<file path="config.mk">
export PLATFORM = sky130hd
export DESIGN_NAME = command_line_field_tokenizer
export DESIGN_NICKNAME = d
export VERILOG_FILES = /design/src/sv/clft_pkg.sv /design/src/sv/command_line_field_tokenizer.sv
export SDC_FILE = /design/constraint.sdc
export NUM_CORES = 1
export LEC_CHECK = 0
export BUFFER_PORTS_ARGS = -buffer_cell sky130_fd_sc_hd__buf_2
export CORE_MARGIN = 1
export CORE_UTILIZATION = 30
export CTS_CLUSTER_DIAMETER = 60
export DETAILED_ROUTE_END_ITERATION = 7
export GPL_TIMING_DRIVEN = 0
export MAX_ROUTING_LAYER = met4
export PLACE_DENSITY_LB_ADDON = 0.05
export SLEW_MARGIN = 20
export SYNTH_ARGS = -nofsm -noshare
export SYNTH_HDL_FRONTEND = slang
export SYNTH_SLANG_ARGS = --single-unit
</file>
<file path="constraint.sdc">
create_clock -name clk -period 15.7 [get_ports clk]
set_input_delay 1.57 -clock clk [delete_from_list [all_inputs] [get_ports clk]]
set_output_delay 1.57 -clock clk [all_outputs]
set_load 0.005 [all_outputs]
</file>
<file path="src/sv/clft_pkg.sv">
// ----------------------------------------------------------------------------
// clft_pkg
// Types, character codes and helpers for the command line field tokenizer.
// ----------------------------------------------------------------------------
package clft_pkg;

    localparam int MAX_FIELDS  = 8;
    localparam int FIELD_CHARS = 32;

    localparam logic [7:0] CHAR_SPACE   = 8'h20;
    localparam logic [7:0] CHAR_NEWLINE = 8'h0A;
    localparam logic [7:0] CHAR_PLUS    = 8'h2B;
    localparam logic [7:0] CHAR_MINUS   = 8'h2D;
    localparam logic [7:0] CHAR_ZERO    = 8'h30;
    localparam logic [7:0] CHAR_NINE    = 8'h39;
    localparam logic [7:0] CHAR_LOWER_X = 8'h78;
    localparam logic [7:0] CHAR_UPPER_X = 8'h58;

    localparam int HEX_LENGTH = 6;
    localparam int DEC_RADIX  = 10;
    localparam int HEX_RADIX  = 16;

    localparam logic [31:0] DEC_POS_LIMIT = 32'h7FFF_FFFF;
    localparam logic [31:0] DEC_NEG_LIMIT = 32'h8000_0000;

    typedef enum logic [1:0] {
        DEC_SKIP,
        DEC_SIGN,
        DEC_DIGITS,
        DEC_DONE
    } dec_phase_t;

    typedef enum logic [2:0] {
        HEX_SKIP,
        HEX_SIGN,
        HEX_ZERO,
        HEX_PREFIX,
        HEX_DIGITS,
        HEX_DONE
    } hex_phase_t;

    typedef struct packed {
        logic       valid;
        logic [3:0] value;
    } hex_digit_t;

    function automatic logic is_blank(input logic [7:0] c);
        return (c == CHAR_SPACE) || (c >= 8'h09 && c <= 8'h0D);
    endfunction

    function automatic logic is_decimal(input logic [7:0] c);
        return (c >= CHAR_ZERO) && (c <= CHAR_NINE);
    endfunction

    function automatic hex_digit_t hex_digit(input logic [7:0] c);
        hex_digit_t d;
        d.valid = 1'b1;
        d.value = 4'd0;
        if (c >= CHAR_ZERO && c <= CHAR_NINE)
        begin
            d.value = 4'(c - CHAR_ZERO);
        end
        else if (c >= 8'h61 && c <= 8'h66)
        begin
            d.value = 4'(c - 8'h61 + 8'd10);
        end
        else if (c >= 8'h41 && c <= 8'h46)
        begin
            d.value = 4'(c - 8'h41 + 8'd10);
        end
        else
        begin
            d.valid = 1'b0;
        end
        return d;
    endfunction

endpackage

</file>
<file path="src/sv/command_line_field_tokenizer.sv">
// ----------------------------------------------------------------------------
// command_line_field_tokenizer
// Splits a byte stream into space separated fields and reports, for each
// field, its index, length, decimal value and hex colour value (six character fields).
//
//   channel  direction  signals                               item
//   input    in         in_valid, in_ready, rx_byte           one character
//   output   out        out_valid, out_ready, field_number,   one closed field
//                       field_length, decimal_value,
//                       colour_value, too_many_fields,
//                       field_too_long, last_field
//
// One character per cycle while in_ready is high; a space or newline gives its field
// result in the cycle after acceptance, from the result register.
// Parsing state updates in the same cycle as acceptance, one step per byte.
// in_ready is low only while the result register holds an item not yet taken.
// Reset clears all field and line state; no clearing pass is needed.
// ----------------------------------------------------------------------------
module command_line_field_tokenizer
    import clft_pkg::*;
(
    input  logic               clk,
    input  logic               rst_n,
    input  logic               in_valid,
    output logic               in_ready,
    input  logic [7:0]         rx_byte,
    output logic               out_valid,
    input  logic               out_ready,
    output logic [2:0]         field_number,
    output logic [5:0]         field_length,
    output logic signed [31:0] decimal_value,
    output logic signed [24:0] colour_value,
    output logic               too_many_fields,
    output logic               field_too_long,
    output logic               last_field
);

    localparam int FCW = $clog2(MAX_FIELDS + 1);
    localparam int CCW = $clog2(FIELD_CHARS + 1);

    logic [FCW-1:0] field_count_reg,  field_count_next;
    logic [CCW-1:0] char_count_reg,   char_count_next;
    logic [31:0]    dec_mag_reg,      dec_mag_next;
    dec_phase_t     dec_phase_reg,    dec_phase_next;
    logic           dec_neg_reg,      dec_neg_next;
    logic           dec_sat_reg,      dec_sat_next;
    logic [23:0]    hex_mag_reg,      hex_mag_next;
    hex_phase_t     hex_phase_reg,    hex_phase_next;
    logic           hex_neg_reg,      hex_neg_next;

    logic               out_valid_reg,    out_valid_next;
    logic [2:0]         field_number_reg;
    logic [5:0]         field_length_reg;
    logic signed [31:0] decimal_value_reg;
    logic signed [24:0] colour_value_reg;
    logic               too_many_reg;
    logic               too_long_reg;
    logic               last_field_reg;

    logic           in_accept;
    logic           is_space;
    logic           is_newline;
    logic           emit;
    logic           digit;
    logic [3:0]     dec_d;
    logic [35:0]    dec_prod;
    hex_digit_t     hd;
    logic [23:0]    hex_acc;

    logic [FCW-1:0] idx_sat;
    logic [31:0]    dec_limit;
    logic [31:0]    dec_result;
    logic [24:0]    col_result;

    assign in_ready   = !out_valid_reg || out_ready;
    assign in_accept  = in_valid && in_ready;
    assign is_space   = (rx_byte == CHAR_SPACE);
    assign is_newline = (rx_byte == CHAR_NEWLINE);
    assign emit       = in_accept && (is_space || is_newline);

    assign digit    = is_decimal(rx_byte);
    assign dec_d    = 4'(rx_byte - CHAR_ZERO);
    assign dec_prod = 36'(dec_mag_reg) * 36'(DEC_RADIX) + 36'(dec_d);
    assign hd       = hex_digit(rx_byte);
    assign hex_acc  = 24'(hex_mag_reg * 24'(HEX_RADIX)) | 24'(hd.value);

    // field result from the state before this byte
    always_comb
    begin
        idx_sat   = (field_count_reg >= FCW'(MAX_FIELDS)) ? FCW'(MAX_FIELDS - 1)
                                                          : field_count_reg;
        dec_limit = dec_neg_reg ? DEC_NEG_LIMIT : DEC_POS_LIMIT;
        if (dec_sat_reg || dec_mag_reg > dec_limit)
        begin
            dec_result = dec_limit;
        end
        else
        begin
            dec_result = dec_neg_reg ? (32'd0 - dec_mag_reg) : dec_mag_reg;
        end
        if (char_count_reg == CCW'(HEX_LENGTH))
        begin
            col_result = hex_neg_reg ? (25'd0 - {1'b0, hex_mag_reg}) : {1'b0, hex_mag_reg};
        end
        else
        begin
            col_result = 25'd0;
        end
    end

    always_comb
    begin
        field_count_next = field_count_reg;
        char_count_next  = char_count_reg;
        dec_mag_next     = dec_mag_reg;
        dec_phase_next   = dec_phase_reg;
        dec_neg_next     = dec_neg_reg;
        dec_sat_next     = dec_sat_reg;
        hex_mag_next     = hex_mag_reg;
        hex_phase_next   = hex_phase_reg;
        hex_neg_next     = hex_neg_reg;
        out_valid_next   = out_valid_reg && !out_ready;
        if (emit)
        begin
            out_valid_next = 1'b1;
        end

        if (in_accept)
        begin
            if (is_newline || is_space)
            begin
                if (is_newline)
                begin
                    field_count_next = '0;
                end
                else if (field_count_reg < FCW'(MAX_FIELDS))
                begin
                    field_count_next = field_count_reg + 1'b1;
                end
                char_count_next = '0;
                dec_mag_next    = '0;
                dec_phase_next  = DEC_SKIP;
                dec_neg_next    = 1'b0;
                dec_sat_next    = 1'b0;
                hex_mag_next    = '0;
                hex_phase_next  = HEX_SKIP;
                hex_neg_next    = 1'b0;
            end
            else
            begin
                if (char_count_reg < CCW'(FIELD_CHARS - 1))
                begin
                    // decimal prefix
                    unique case (dec_phase_reg)
                        DEC_SKIP:
                        begin
                            if (is_blank(rx_byte))
                            begin
                                dec_phase_next = DEC_SKIP;
                            end
                            else if (rx_byte == CHAR_PLUS || rx_byte == CHAR_MINUS)
                            begin
                                dec_neg_next   = (rx_byte == CHAR_MINUS);
                                dec_phase_next = DEC_SIGN;
                            end
                            else if (digit)
                            begin
                                dec_phase_next = DEC_DIGITS;
                                if (!dec_sat_reg)
                                begin
                                    if (dec_prod > 36'(DEC_NEG_LIMIT))
                                        dec_sat_next = 1'b1;
                                    else
                                        dec_mag_next = dec_prod[31:0];
                                end
                            end
                            else
                            begin
                                dec_phase_next = DEC_DONE;
                            end
                        end
                        DEC_SIGN, DEC_DIGITS:
                        begin
                            if (digit)
                            begin
                                dec_phase_next = DEC_DIGITS;
                                if (!dec_sat_reg)
                                begin
                                    if (dec_prod > 36'(DEC_NEG_LIMIT))
                                        dec_sat_next = 1'b1;
                                    else
                                        dec_mag_next = dec_prod[31:0];
                                end
                            end
                            else
                            begin
                                dec_phase_next = DEC_DONE;
                            end
                        end
                        default:
                        begin
                            dec_phase_next = dec_phase_reg;
                        end
                    endcase

                    // hex prefix with optional 0x
                    unique case (hex_phase_reg)
                        HEX_SKIP, HEX_SIGN:
                        begin
                            if (hex_phase_reg == HEX_SKIP && is_blank(rx_byte))
                            begin
                                hex_phase_next = HEX_SKIP;
                            end
                            else if (hex_phase_reg == HEX_SKIP &&
                                     (rx_byte == CHAR_PLUS || rx_byte == CHAR_MINUS))
                            begin
                                hex_neg_next   = (rx_byte == CHAR_MINUS);
                                hex_phase_next = HEX_SIGN;
                            end
                            else if (rx_byte == CHAR_ZERO)
                            begin
                                hex_phase_next = HEX_ZERO;
                            end
                            else if (hd.valid)
                            begin
                                hex_mag_next   = hex_acc;
                                hex_phase_next = HEX_DIGITS;
                            end
                            else
                            begin
                                hex_phase_next = HEX_DONE;
                            end
                        end
                        HEX_ZERO:
                        begin
                            if (rx_byte == CHAR_LOWER_X || rx_byte == CHAR_UPPER_X)
                            begin
                                hex_phase_next = HEX_PREFIX;
                            end
                            else if (hd.valid)
                            begin
                                hex_mag_next   = hex_acc;
                                hex_phase_next = HEX_DIGITS;
                            end
                            else
                            begin
                                hex_phase_next = HEX_DONE;
                            end
                        end
                        HEX_PREFIX, HEX_DIGITS:
                        begin
                            if (hd.valid)
                            begin
                                hex_mag_next   = hex_acc;
                                hex_phase_next = HEX_DIGITS;
                            end
                            else
                            begin
                                hex_phase_next = HEX_DONE;
                            end
                        end
                        default:
                        begin
                            hex_phase_next = hex_phase_reg;
                        end
                    endcase
                end
                if (char_count_reg < CCW'(FIELD_CHARS))
                begin
                    char_count_next = char_count_reg + 1'b1;
                end
            end
        end
    end

    always_ff @(posedge clk or negedge rst_n)
    begin
        if (!rst_n)
        begin
            field_count_reg <= '0;
            char_count_reg  <= '0;
            dec_mag_reg     <= '0;
            dec_phase_reg   <= DEC_SKIP;
            dec_neg_reg     <= 1'b0;
            dec_sat_reg     <= 1'b0;
            hex_mag_reg     <= '0;
            hex_phase_reg   <= HEX_SKIP;
            hex_neg_reg     <= 1'b0;
            out_valid_reg   <= 1'b0;
        end
        else
        begin
            field_count_reg <= field_count_next;
            char_count_reg  <= char_count_next;
            dec_mag_reg     <= dec_mag_next;
            dec_phase_reg   <= dec_phase_next;
            dec_neg_reg     <= dec_neg_next;
            dec_sat_reg     <= dec_sat_next;
            hex_mag_reg     <= hex_mag_next;
            hex_phase_reg   <= hex_phase_next;
            hex_neg_reg     <= hex_neg_next;
            out_valid_reg   <= out_valid_next;
        end
    end

    // result payload
    always_ff @(posedge clk)
    begin
        if (emit)
        begin
            field_number_reg  <= 3'(idx_sat);
            field_length_reg  <= 6'(char_count_reg);
            decimal_value_reg <= dec_result;
            colour_value_reg  <= col_result;
            too_many_reg      <= (field_count_reg >= FCW'(MAX_FIELDS));
            too_long_reg      <= (char_count_reg > CCW'(FIELD_CHARS - 1));
            last_field_reg    <= is_newline;
        end
    end

    assign out_valid       = out_valid_reg;
    assign field_number    = field_number_reg;
    assign field_length    = field_length_reg;
    assign decimal_value   = decimal_value_reg;
    assign colour_value    = colour_value_reg;
    assign too_many_fields = too_many_reg;
    assign field_too_long  = too_long_reg;
    assign last_field      = last_field_reg;

    a_newline_clears_line: assert property (@(posedge clk) disable iff (!rst_n)
        in_accept && is_newline |=> field_count_reg == '0 && char_count_reg == '0)
        else $error("line state not cleared after newline");

    a_separator_gives_result: assert property (@(posedge clk) disable iff (!rst_n)
        emit |=> out_valid_reg)
        else $error("separator accepted without a result");

    a_char_count_bounded: assert property (@(posedge clk) disable iff (!rst_n)
        char_count_reg <= CCW'(FIELD_CHARS))
        else $error("character count past saturation");

    a_colour_needs_six: assert property (@(posedge clk) disable iff (!rst_n)
        out_valid_reg && colour_value_reg != '0 |-> field_length_reg == 6'(HEX_LENGTH))
        else $error("colour value on a field that is not six characters");

    a_index_saturates: assert property (@(posedge clk) disable iff (!rst_n)
        out_valid_reg && too_many_reg |-> field_number_reg == 3'(MAX_FIELDS - 1))
        else $error("index not saturated on excess field");

endmodule
</file>
# Word level (Yosys, flattened, before mapping)
# Cells that the tools add are included.
# op_classes
n_addsub	10
mul	1
n_lt_le_gt_ge	15
n_eq_ne	22
muxes	63
bitwise	1
reduce_logical	40
# op_table
op	n
32-bit two-way mux	10
24-bit two-way mux	8
24-bit case mux with 3 select lines	1
32-bit case mux with 2 select lines	1
36-bit by 4-bit adder with 36-bit output	1
36-bit by 32-bit greater-than comparator with 1-bit output, second input constant	1
32-bit by 3-bit multiplier with 35-bit output, second input constant	1
8-bit by 6-bit == test with 1-bit output, second input constant	4
32-bit greater-than comparator	1
1-bit by 32-bit subtractor with 32-bit output, first input constant	1
1-bit by 24-bit subtractor with 25-bit output, first input constant	1
24-bit by 4-bit bitwise OR with 24-bit output	1
1-bit two-way mux	23
4-bit two-way mux	5
3-bit two-way mux	6
3-bit inequality test, second input constant	6
8-bit by 7-bit == test with 1-bit output, second input constant	2
8-bit by 7-bit >= comparator with 1-bit output, second input constant	2
8-bit by 7-bit less-or-equal comparator with 1-bit output, second input constant	2
5-bit AND reduction	3
2-bit nonzero test	7
6-bit two-way mux	2
4-bit by 1-bit subtractor with 4-bit output, second input constant	3
1-bit logical AND	9
34 further kinds	51
# word_totals
regBits	144
inputBits	12
out_inout_bits	71
wordCells	170

# Depth between registers and ports, before layout
# Gate-level depths: netlist of run 1.
# depth
ltp_word	13
mapped_depth	19
mapped_depth_nobuf	16

# Least setup slack after synthesis of run 1
# OpenSTA, ideal clock, no wires.
# synth_path
path_type	in2reg
start	input port rx_byte[4]
end	register dec_mag_reg[3]
setup_time_ps	119
arrival_ps	7058
required_ps	15581
setup_slack_ps	8523
cell_stages	10
path_buffers	1
cell_sequence	or3b_2 nor3_1 nand3b_1 and2_1 nor2_1 a31oi_2 nor4_4 nor2_2 buf_2 a21bo_2
# synth_between
elab_chain_len	8
elab_cells_between_ends	24
cone_classes	4 x order compare; 6 x eq/ne; 6 x mux; 8 x reduce/logical
# synth_rtl
element	line	source
from (decl)	command_line_field_tokenizer.sv:26	input logic [7:0] rx_byte,
8-bit by 6-bit >= comparator with 1-bit output or 8-bit by 6-bit less-or-equal comparator with 1-bit output (tied branches)	clft_pkg.sv:52	return (c >= CHAR_ZERO) && (c <= CHAR_NINE);
1-bit logical AND	clft_pkg.sv:52	
32-bit two-way mux (3 in a row)	--	
32-bit case mux with 2 select lines	--	
32-bit two-way mux	--	
32-bit two-way mux	command_line_field_tokenizer.sv:130	if (is_newline || is_space)
to (signal assigned)	command_line_field_tokenizer.sv:295	dec_mag_reg <= dec_mag_next;
to (decl)	command_line_field_tokenizer.sv:43	logic [31:0] dec_mag_reg, dec_mag_next;
# Several ways; a longest one is shown, not always the timed one. The select of a mux whose other input is x is not followed.
# A chain may end at the register's enable or synchronous reset.

# Worst setup path in the final report of run 1
# layout_path
start	register dec_mag_reg[1]
end	register dec_mag_reg[8]
# layout_between
elab_chain_len	11
# layout_rtl
element	line	source
32-bit by 3-bit multiplier with 35-bit output *	command_line_field_tokenizer.sv:83	assign dec_prod = 36'(dec_mag_reg) * 36'(DEC_RADIX) + 36'(dec_d);
36-bit by 4-bit adder with 36-bit output *	command_line_field_tokenizer.sv:83	
36-bit by 32-bit greater-than comparator with 1-bit output	command_line_field_tokenizer.sv:171, command_line_field_tokenizer.sv:189	
32-bit two-way mux *	command_line_field_tokenizer.sv:171, command_line_field_tokenizer.sv:189	
32-bit two-way mux *	command_line_field_tokenizer.sv:169	if (!dec_sat_reg)
32-bit two-way mux *	command_line_field_tokenizer.sv:184	if (digit)
32-bit two-way mux	command_line_field_tokenizer.sv:161	else if (rx_byte == CHAR_PLUS || rx_byte == CHAR_MINUS)
32-bit two-way mux	command_line_field_tokenizer.sv:157	if (is_blank(rx_byte))
32-bit case mux with 2 select lines *	command_line_field_tokenizer.sv:154	unique case (dec_phase_reg)
32-bit two-way mux *	command_line_field_tokenizer.sv:151	if (char_count_reg < CCW'(FIELD_CHARS - 1))
32-bit two-way mux *	command_line_field_tokenizer.sv:130	
# Every way passes the cells marked *; elsewhere a longest branch is shown, timed or not. The select of a mux whose other input is x is not followed.

==> results.cfg, run 1 <==
[global_route]
grt_pass1_vias = 9324
groute.usage.overall = 0.187
grt_antenna_before_repair = 0
grt_pass1_wl_um = 54100
gr-total-overflow = 0
largest_net_degree_at_the_start_of_global_routing = 42

[setup_path]
worstReg2RegStart = dec_mag_reg[1]
wp_data_required_ns = 16.03
critPathKind = reg2reg
regToRegSetupSlack_ns = 9.70
timing.critical_path.fanout_max = 10
worst_ep_arrival_time_ns = 6.33
endpoint_kind = flop
crit-reg2reg-capture = dec_mag_reg[8]
rr_worst_depth = 17
critical_path_startpoint_category = flop

[cells_and_area]
syn_to_final_growth_pct = 15.4
core_util_final = 0.355
final_net_count = 1456
diodes = 0
filler_cell_count = 3775
fraction_of_layout_instances_using_a_drive_strength_above_1 = 0.134

[detailed_routing]
avgViaCountPerCell = 5.27
detailroute.via_count = 9751
wirelength_um = 34600
wire_per_inst_um = 18.7
drc = 0
drt-initial-drc-count = 471
ant_nets = 0
detailedRoute.firstPassIterationCount = 4

[power_and_ir_drop]
clock_power_share = 0.257
sw_frac_of_total = 0.396
power.share.combinational = 0.415
power_leakage_uw = 0.00584
power_frac_seq = 0.328
internal-power_uw = 965
power_per_cell_area_nw_per_um2 = 122
power.ir.vdd_worst_v = 0.0000768
netSwitchingPower_uw = 631

[hold_path]
worst_hold_startpoint = dec_phase_reg[0]
holdPathEnd = dec_phase_reg[0]
hold_path.class = reg2reg
timing.hold.worst_path_depth = 2

[clock_network]
clk_pin_slew_ns = 0.06
cts_buffers = 17
cts_setup_buffers = 0
cts-root-to-sink-buffers = 2
root_buffer = sky130_fd_sc_hd__clkbuf_16
cts_htree_levels = 4
insertion_delay_ns = 0.43
cts_resized = 0
clkSinkCount = 144
cts_tree = built
postCtsHoldBufs = 0

[placed_design]
routability_cong = 0.843
dpl_worst_slack_ns = 9.31
place.port_buffers = 82
dp_hpwl_um = 26800

[logic_synthesis]
ys_ff_latch = 144
synth-warning-count = 0
synth_top_cell_by_area = sky130_fd_sc_hd__edfxtp_1
number_of_enable_type_register_cells_in_the_synthesized_netlist = 69
ys.flop_type = sky130_fd_sc_hd__dfrtp_1
syn-instance-count = 1230
async_reset_ff_frac = 0.521
net_count_synth = 1351
synth_area_leaders = sky130_fd_sc_hd__edfxtp_1 (18%), sky130_fd_sc_hd__dfrtp_1 (17%), sky130_fd_sc_hd__ha_1 (12%)
seq_area_frac_synth = 0.348
post_synth.cell_area_avg_um2 = 9.22
netlist-cell-type-count = 92
yosysTopAreaCellShare = 0.183
synth_cell_area_um2 = 11300

[floorplanning]
io_pins = 83
floorplan.die_area_um2 = 38600
floorplan.initialDensity = 0.308
core_um2 = 36900
die_width_um = 196
chipHeight_um = 196
fp-row-count = 70

[status]
status = completed

[timing]
setup-violations-final = 0
min_period_ns = 6.00
rsz0062_at_grt = false
setup-tns-final_ns = 0
hold_viol = 0
setup_slack_ns = 9.70
worst_slew_pin_slew_ns = 0.941
fmaxAchievable_ghz = 0.167
report.final.slew_viol_count = 0
slew-limit-headroom = 0.365
clock-skew-final_ns = 0.0112
min_period_over_period = 0.382

[run]
max_cap_violation_count = 0
[worst max path at each step]
stage                   start  cells after the start        endpoint
2_1_floorplan      rx_byte[4]                     10  dec_mag_reg[3]
3_3_place_gp       rx_byte[3]                     11  dec_mag_reg[8]
3_5_place_dp       rx_byte[1]                     16  dec_mag_reg[8]
4_1_cts        dec_mag_reg[1]                     17  dec_mag_reg[8]
5_1_grt        dec_mag_reg[1]                     17  dec_mag_reg[8]
6_report       dec_mag_reg[1]                     17  dec_mag_reg[8]
[worst max-delay path, stage by stage, from the launching register on]
cell and delay (ns):
sky130_fd_sc_hd__dfrtp_1 0.59, sky130_fd_sc_hd__ha_1 0.31, sky130_fd_sc_hd__ha_1 0.24, sky130_fd_sc_hd__fa_1 0.43, sky130_fd_sc_hd__xor2_1 0.33, sky130_fd_sc_hd__nand3_1 0.18
sky130_fd_sc_hd__nor4_1 0.70, sky130_fd_sc_hd__and2_1 0.26, sky130_fd_sc_hd__and4_1 0.24, sky130_fd_sc_hd__nor2b_1 0.17, sky130_fd_sc_hd__nand4_1 0.30, sky130_fd_sc_hd__nor4_2 0.36
sky130_fd_sc_hd__mux2i_1 0.25, sky130_fd_sc_hd__a31oi_2 0.26, sky130_fd_sc_hd__nor4_4 0.65, sky130_fd_sc_hd__nor2_2 0.13, sky130_fd_sc_hd__buf_2 0.24, sky130_fd_sc_hd__a21bo_2 0.24
[layout make-up]
type	instances	area [µm²]	share of cell area
Clock inverter	10	98.8	0.00755
Buffer	53	234	0.0179
Timing Repair Buffer	86	508	0.0388
Inverter	46	173	0.0132
Clock buffer	22	497	0.0380
Tap cell	504	631	0.0482
Sequential cell	144	3950	0.302
Multi-Input combinational cell	987	7000	0.535
[cell usage after synthesis (all sizes together), types with 13 or more instances]
cell type,n
o311ai,22
nand4,27
o21ai,98
nand2b,13
edfxtp,69
or3,24
nor4,25
clkbuf,39
nand2,102
o21a,13
xnor2,35
ha,107
nor2b,20
xor2,37
nor3,32
inv,45
o31ai,14
a22o,22
a21oi,60
dfrtp,75
buf,14
a21o,41
nor2,92
nand3,32
[layout by cell type (no fill, tap or decap), drive strengths merged, types with 24 or more instances in the layout]
cell type,netlist,layout
edfxtp,69,69
or3,24,24
a21o,41,41
nor4,25,25
buf,14,100
ha,107,107
nand4,27,27
clkbuf,39,61
nor2,92,92
xor2,37,37
nand2,102,102
xnor2,35,35
nand3,32,32
a21oi,60,60
dfrtp,75,75
o21ai,98,98
inv,45,47
nor3,32,32
[metrics by stage]
step           total power [µW]  hold WS [ns]  instance area [µm²]  cells
6_report                   1600         0.481                13100   1852
5_1_grt                    1720         0.528                13100   1852
4_1_cts                    1610         0.490                13100   1852
3_5_place_dp               1200         0.476                12500   1820
3_3_place_gp               1190         0.475                12400   1816
2_1_floorplan              1010         0.449                11300   1230
[cell families after synthesis]
group	share of synthesized area
AOI/OAI and AO/OA	0.219
xor gates and xnor gates	0.0576
adders and majority gates	0.122
buffers and inverters	0.0358
DFF	0.348
muxes	0.00993
and+or+nand+nor	0.208
[metal layers]
layer  track usage  up-vias  part of all wire
li1              -     4884                 -
met1         0.241     4697              0.49
met4        0.0475        0             0.014
met5             -        -                 0
met3        0.0205       27             0.018
met2         0.310      143              0.48
[power by group through the flow]
stage / logic [µW] / registers [µW] / clock network (µW)
floorplan: 506 / 500 / 0
global placement: 663 / 530 / 0
detailed placement: 666 / 530 / 0
CTS: 668 / 522 / 423
global route: 755 / 529 / 438
finish: 663 / 523 / 411
Note: power is estimated with default switching activity, not from simulation.
==> run 2: changes to the inputs <==
==> constraint.sdc (replaced) <==
create_clock -name clk -period 6.2 [get_ports clk]
set_input_delay 0.62 -clock clk [delete_from_list [all_inputs] [get_ports clk]]
set_output_delay 0.62 -clock clk [all_outputs]
set_load 0.005 [all_outputs]
==> results.cfg, run 2 (synthesized netlist as in run 1, its figures left out) <==
[global_route]
grt_pass1_wl_um = 54800
groute.usage.overall = 0.188
gr-total-overflow = 0
largest_net_degree_at_the_start_of_global_routing = 40
grt_pass1_vias = 9640
grt_antenna_before_repair = 0

[clock_network]
postCtsHoldBufs = 0
cts_buffers = 17
clkSinkCount = 144
clk_pin_slew_ns = 0.07
root_buffer = sky130_fd_sc_hd__clkbuf_16
insertion_delay_ns = 0.44
cts_htree_levels = 4
cts_tree = built
cts-root-to-sink-buffers = 2

[detailed_routing]
avgViaCountPerCell = 5.26
detailedRoute.firstPassIterationCount = 5
wl_met1_um = 16700
drt-initial-drc-count = 540
drc = 0
routed_length_on_met2_um = 16600
wire_per_inst_um = 18.6
route.met3.wl_um = 641
detailroute.via_count = 9747
ant_nets = 0
wirelength_um = 34500
route.top_layer_used = met4

[setup_path]
worstReg2RegStart = dec_mag_reg[7]
path_cells = ha_1, ha_1, buf_2, nand4_1, a21o_1, a211oi_1, nor2_1, xnor2_1, and3b_1, clkbuf_1, nand4_1, nor4_2, mux2i_1, a31oi_4, nor2_2, nor2_2, buf_2, a21bo_2
regToRegSetupSlack_ns = 0.50
cpPeakStageDelay_ns = 0.66
critPathLaunch = dec_mag_reg[7]
critical_path_startpoint_category = flop
timing.critical_path.fanout_max = 10
timing.critical_path.slowest_stage_cell = sky130_fd_sc_hd__dfrtp_1
endpoint_kind = flop
wp_data_required_ns = 6.53
critical_path.n_buffers_inverters = 3
crit-reg2reg-capture = dec_mag_reg[8]
worst_ep_arrival_time_ns = 6.03
crit_family = simple AND/OR/NAND/NOR gates
critPathKind = reg2reg
rr_worst_depth = 18

[placed_design]
routability_cong = 0.838
place.port_buffers = 82
dpl_worst_slack_ns = 0.136
dp_hpwl_um = 26700

[cells_and_area]
final_net_count = 1458
layout_commonest_cell = sky130_fd_sc_hd__ha_1
diodes = 0
syn_to_final_growth_pct = 15.8
fraction_of_layout_instances_using_a_drive_strength_above_1 = 0.136
core_util_final = 0.356
multi_input_area_um2 = 7010
mostFrequentLayoutCells = sky130_fd_sc_hd__ha_1 (107), sky130_fd_sc_hd__nand2_1 (102), sky130_fd_sc_hd__buf_2 (93)
filler_cell_count = 3814
regArea_um2 = 3950

[timing]
hold_viol = 0
rsz0062_at_grt = false
clock-skew-final_ns = 0.0131
report.final.slew_viol_count = 0
setup_slack_ns = 0.499
min_period_ns = 5.70
setup-violations-final = 0
worst_slew_pin_slew_ns = 0.976
fmaxAchievable_ghz = 0.175
slew-limit-headroom = 0.341
min_period_over_period = 0.920
setup-tns-final_ns = 0

[run]
max_cap_violation_count = 0

[floorplanning]
core_um2 = 36900
fp-row-count = 70
chipHeight_um = 196
floorplan.die_area_um2 = 38600
io_pins = 83
floorplan.initialDensity = 0.308
die_width_um = 196

[status]
status = completed

[hold_path]
hold_path.class = in2async

[power_and_ir_drop]
power.ir.vdd_worst_v = 0.000204
power_leakage_uw = 0.00586
power_per_cell_area_nw_per_um2 = 310
run 2: changes by cell type in the layout (fill, tap and decap cells not counted):
cell / change
sky130_fd_sc_hd__a31oi_4: +1
sky130_fd_sc_hd__clkinv_4: -1
sky130_fd_sc_hd__inv_4: -1
sky130_fd_sc_hd__nor4_1: -1
sky130_fd_sc_hd__a31oi_2: -1
sky130_fd_sc_hd__buf_4: +2
sky130_fd_sc_hd__clkbuf_16: +1
sky130_fd_sc_hd__inv_6: +1
sky130_fd_sc_hd__nor4_2: +1
run 2: what timing repair did:
action	in CTS	in global routing
setup endpoints to repair	0	32
resized for setup	0	2
setup buffers	0	2
run 2: worst register-to-register path, delay by kind of cell (launching register included):
kind	cells	cell delay [ns]
mux	1	0.32
fa+ha+maj	2	0.63
buf+inv	3	0.68
flops	1	0.66
compound gates	4	1.21
simple gates	7	1.76
xor+xnor	1	0.34
run 2: power by group:
| part | switching, µW | total, µW | leakage [µW] | internal, µW |
|---|---|---|---|---|
| Clock | 433 | 1070 | 0.000304 | 639 |
| Sequential | 172 | 1320 | 0.00168 | 1150 |
| Combinational | 1000 | 1690 | 0.00388 | 685 |
run 2: area by class of cell:
type                    instances  area share
clock inverters                 9     0.00705
well taps                     504      0.0480
flip-flops and latches        144       0.301
repair buffers                 88      0.0398
clock buffers                  23      0.0397
multi-input cells             987       0.534
inverters                      46      0.0131
plain buffers                  53      0.0178
run 2: metrics by stage:
stage / instance area, µm² / total power [µW] / std cells / hold slack [ns]
2_1_floorplan: 11300 / 2550 / 1230 / 0.324
3_3_place_gp: 12400 / 3020 / 1816 / 0.473
3_5_place_dp: 12500 / 3030 / 1820 / 0.473
4_1_cts: 13100 / 4120 / 1852 / 0.184
5_1_grt: 13100 / 4400 / 1854 / 0.202
6_report: 13100 / 4080 / 1854 / 0.178
run 2: worst max-delay path by stage:
| stage | endpoint | depth (start not counted) |
|---|---|---|
| final | dec_mag_reg[8] | 18 |
| after global routing | dec_mag_reg[30] | 17 |
| after CTS | dec_mag_reg[8] | 17 |
| after detailed placement | dec_mag_reg[8] | 17 |
| after global placement | dec_mag_reg[8] | 11 |
| after floorplan | dec_mag_reg[3] | 10 |
run 2: metal layers:
layer | vias up | global-route usage
met5 | - | -
met4 | 0 | 0.0541
met3 | 40 | 0.0210
met2 | 138 | 0.311
met1 | 4691 | 0.241
li1 | 4878 | -
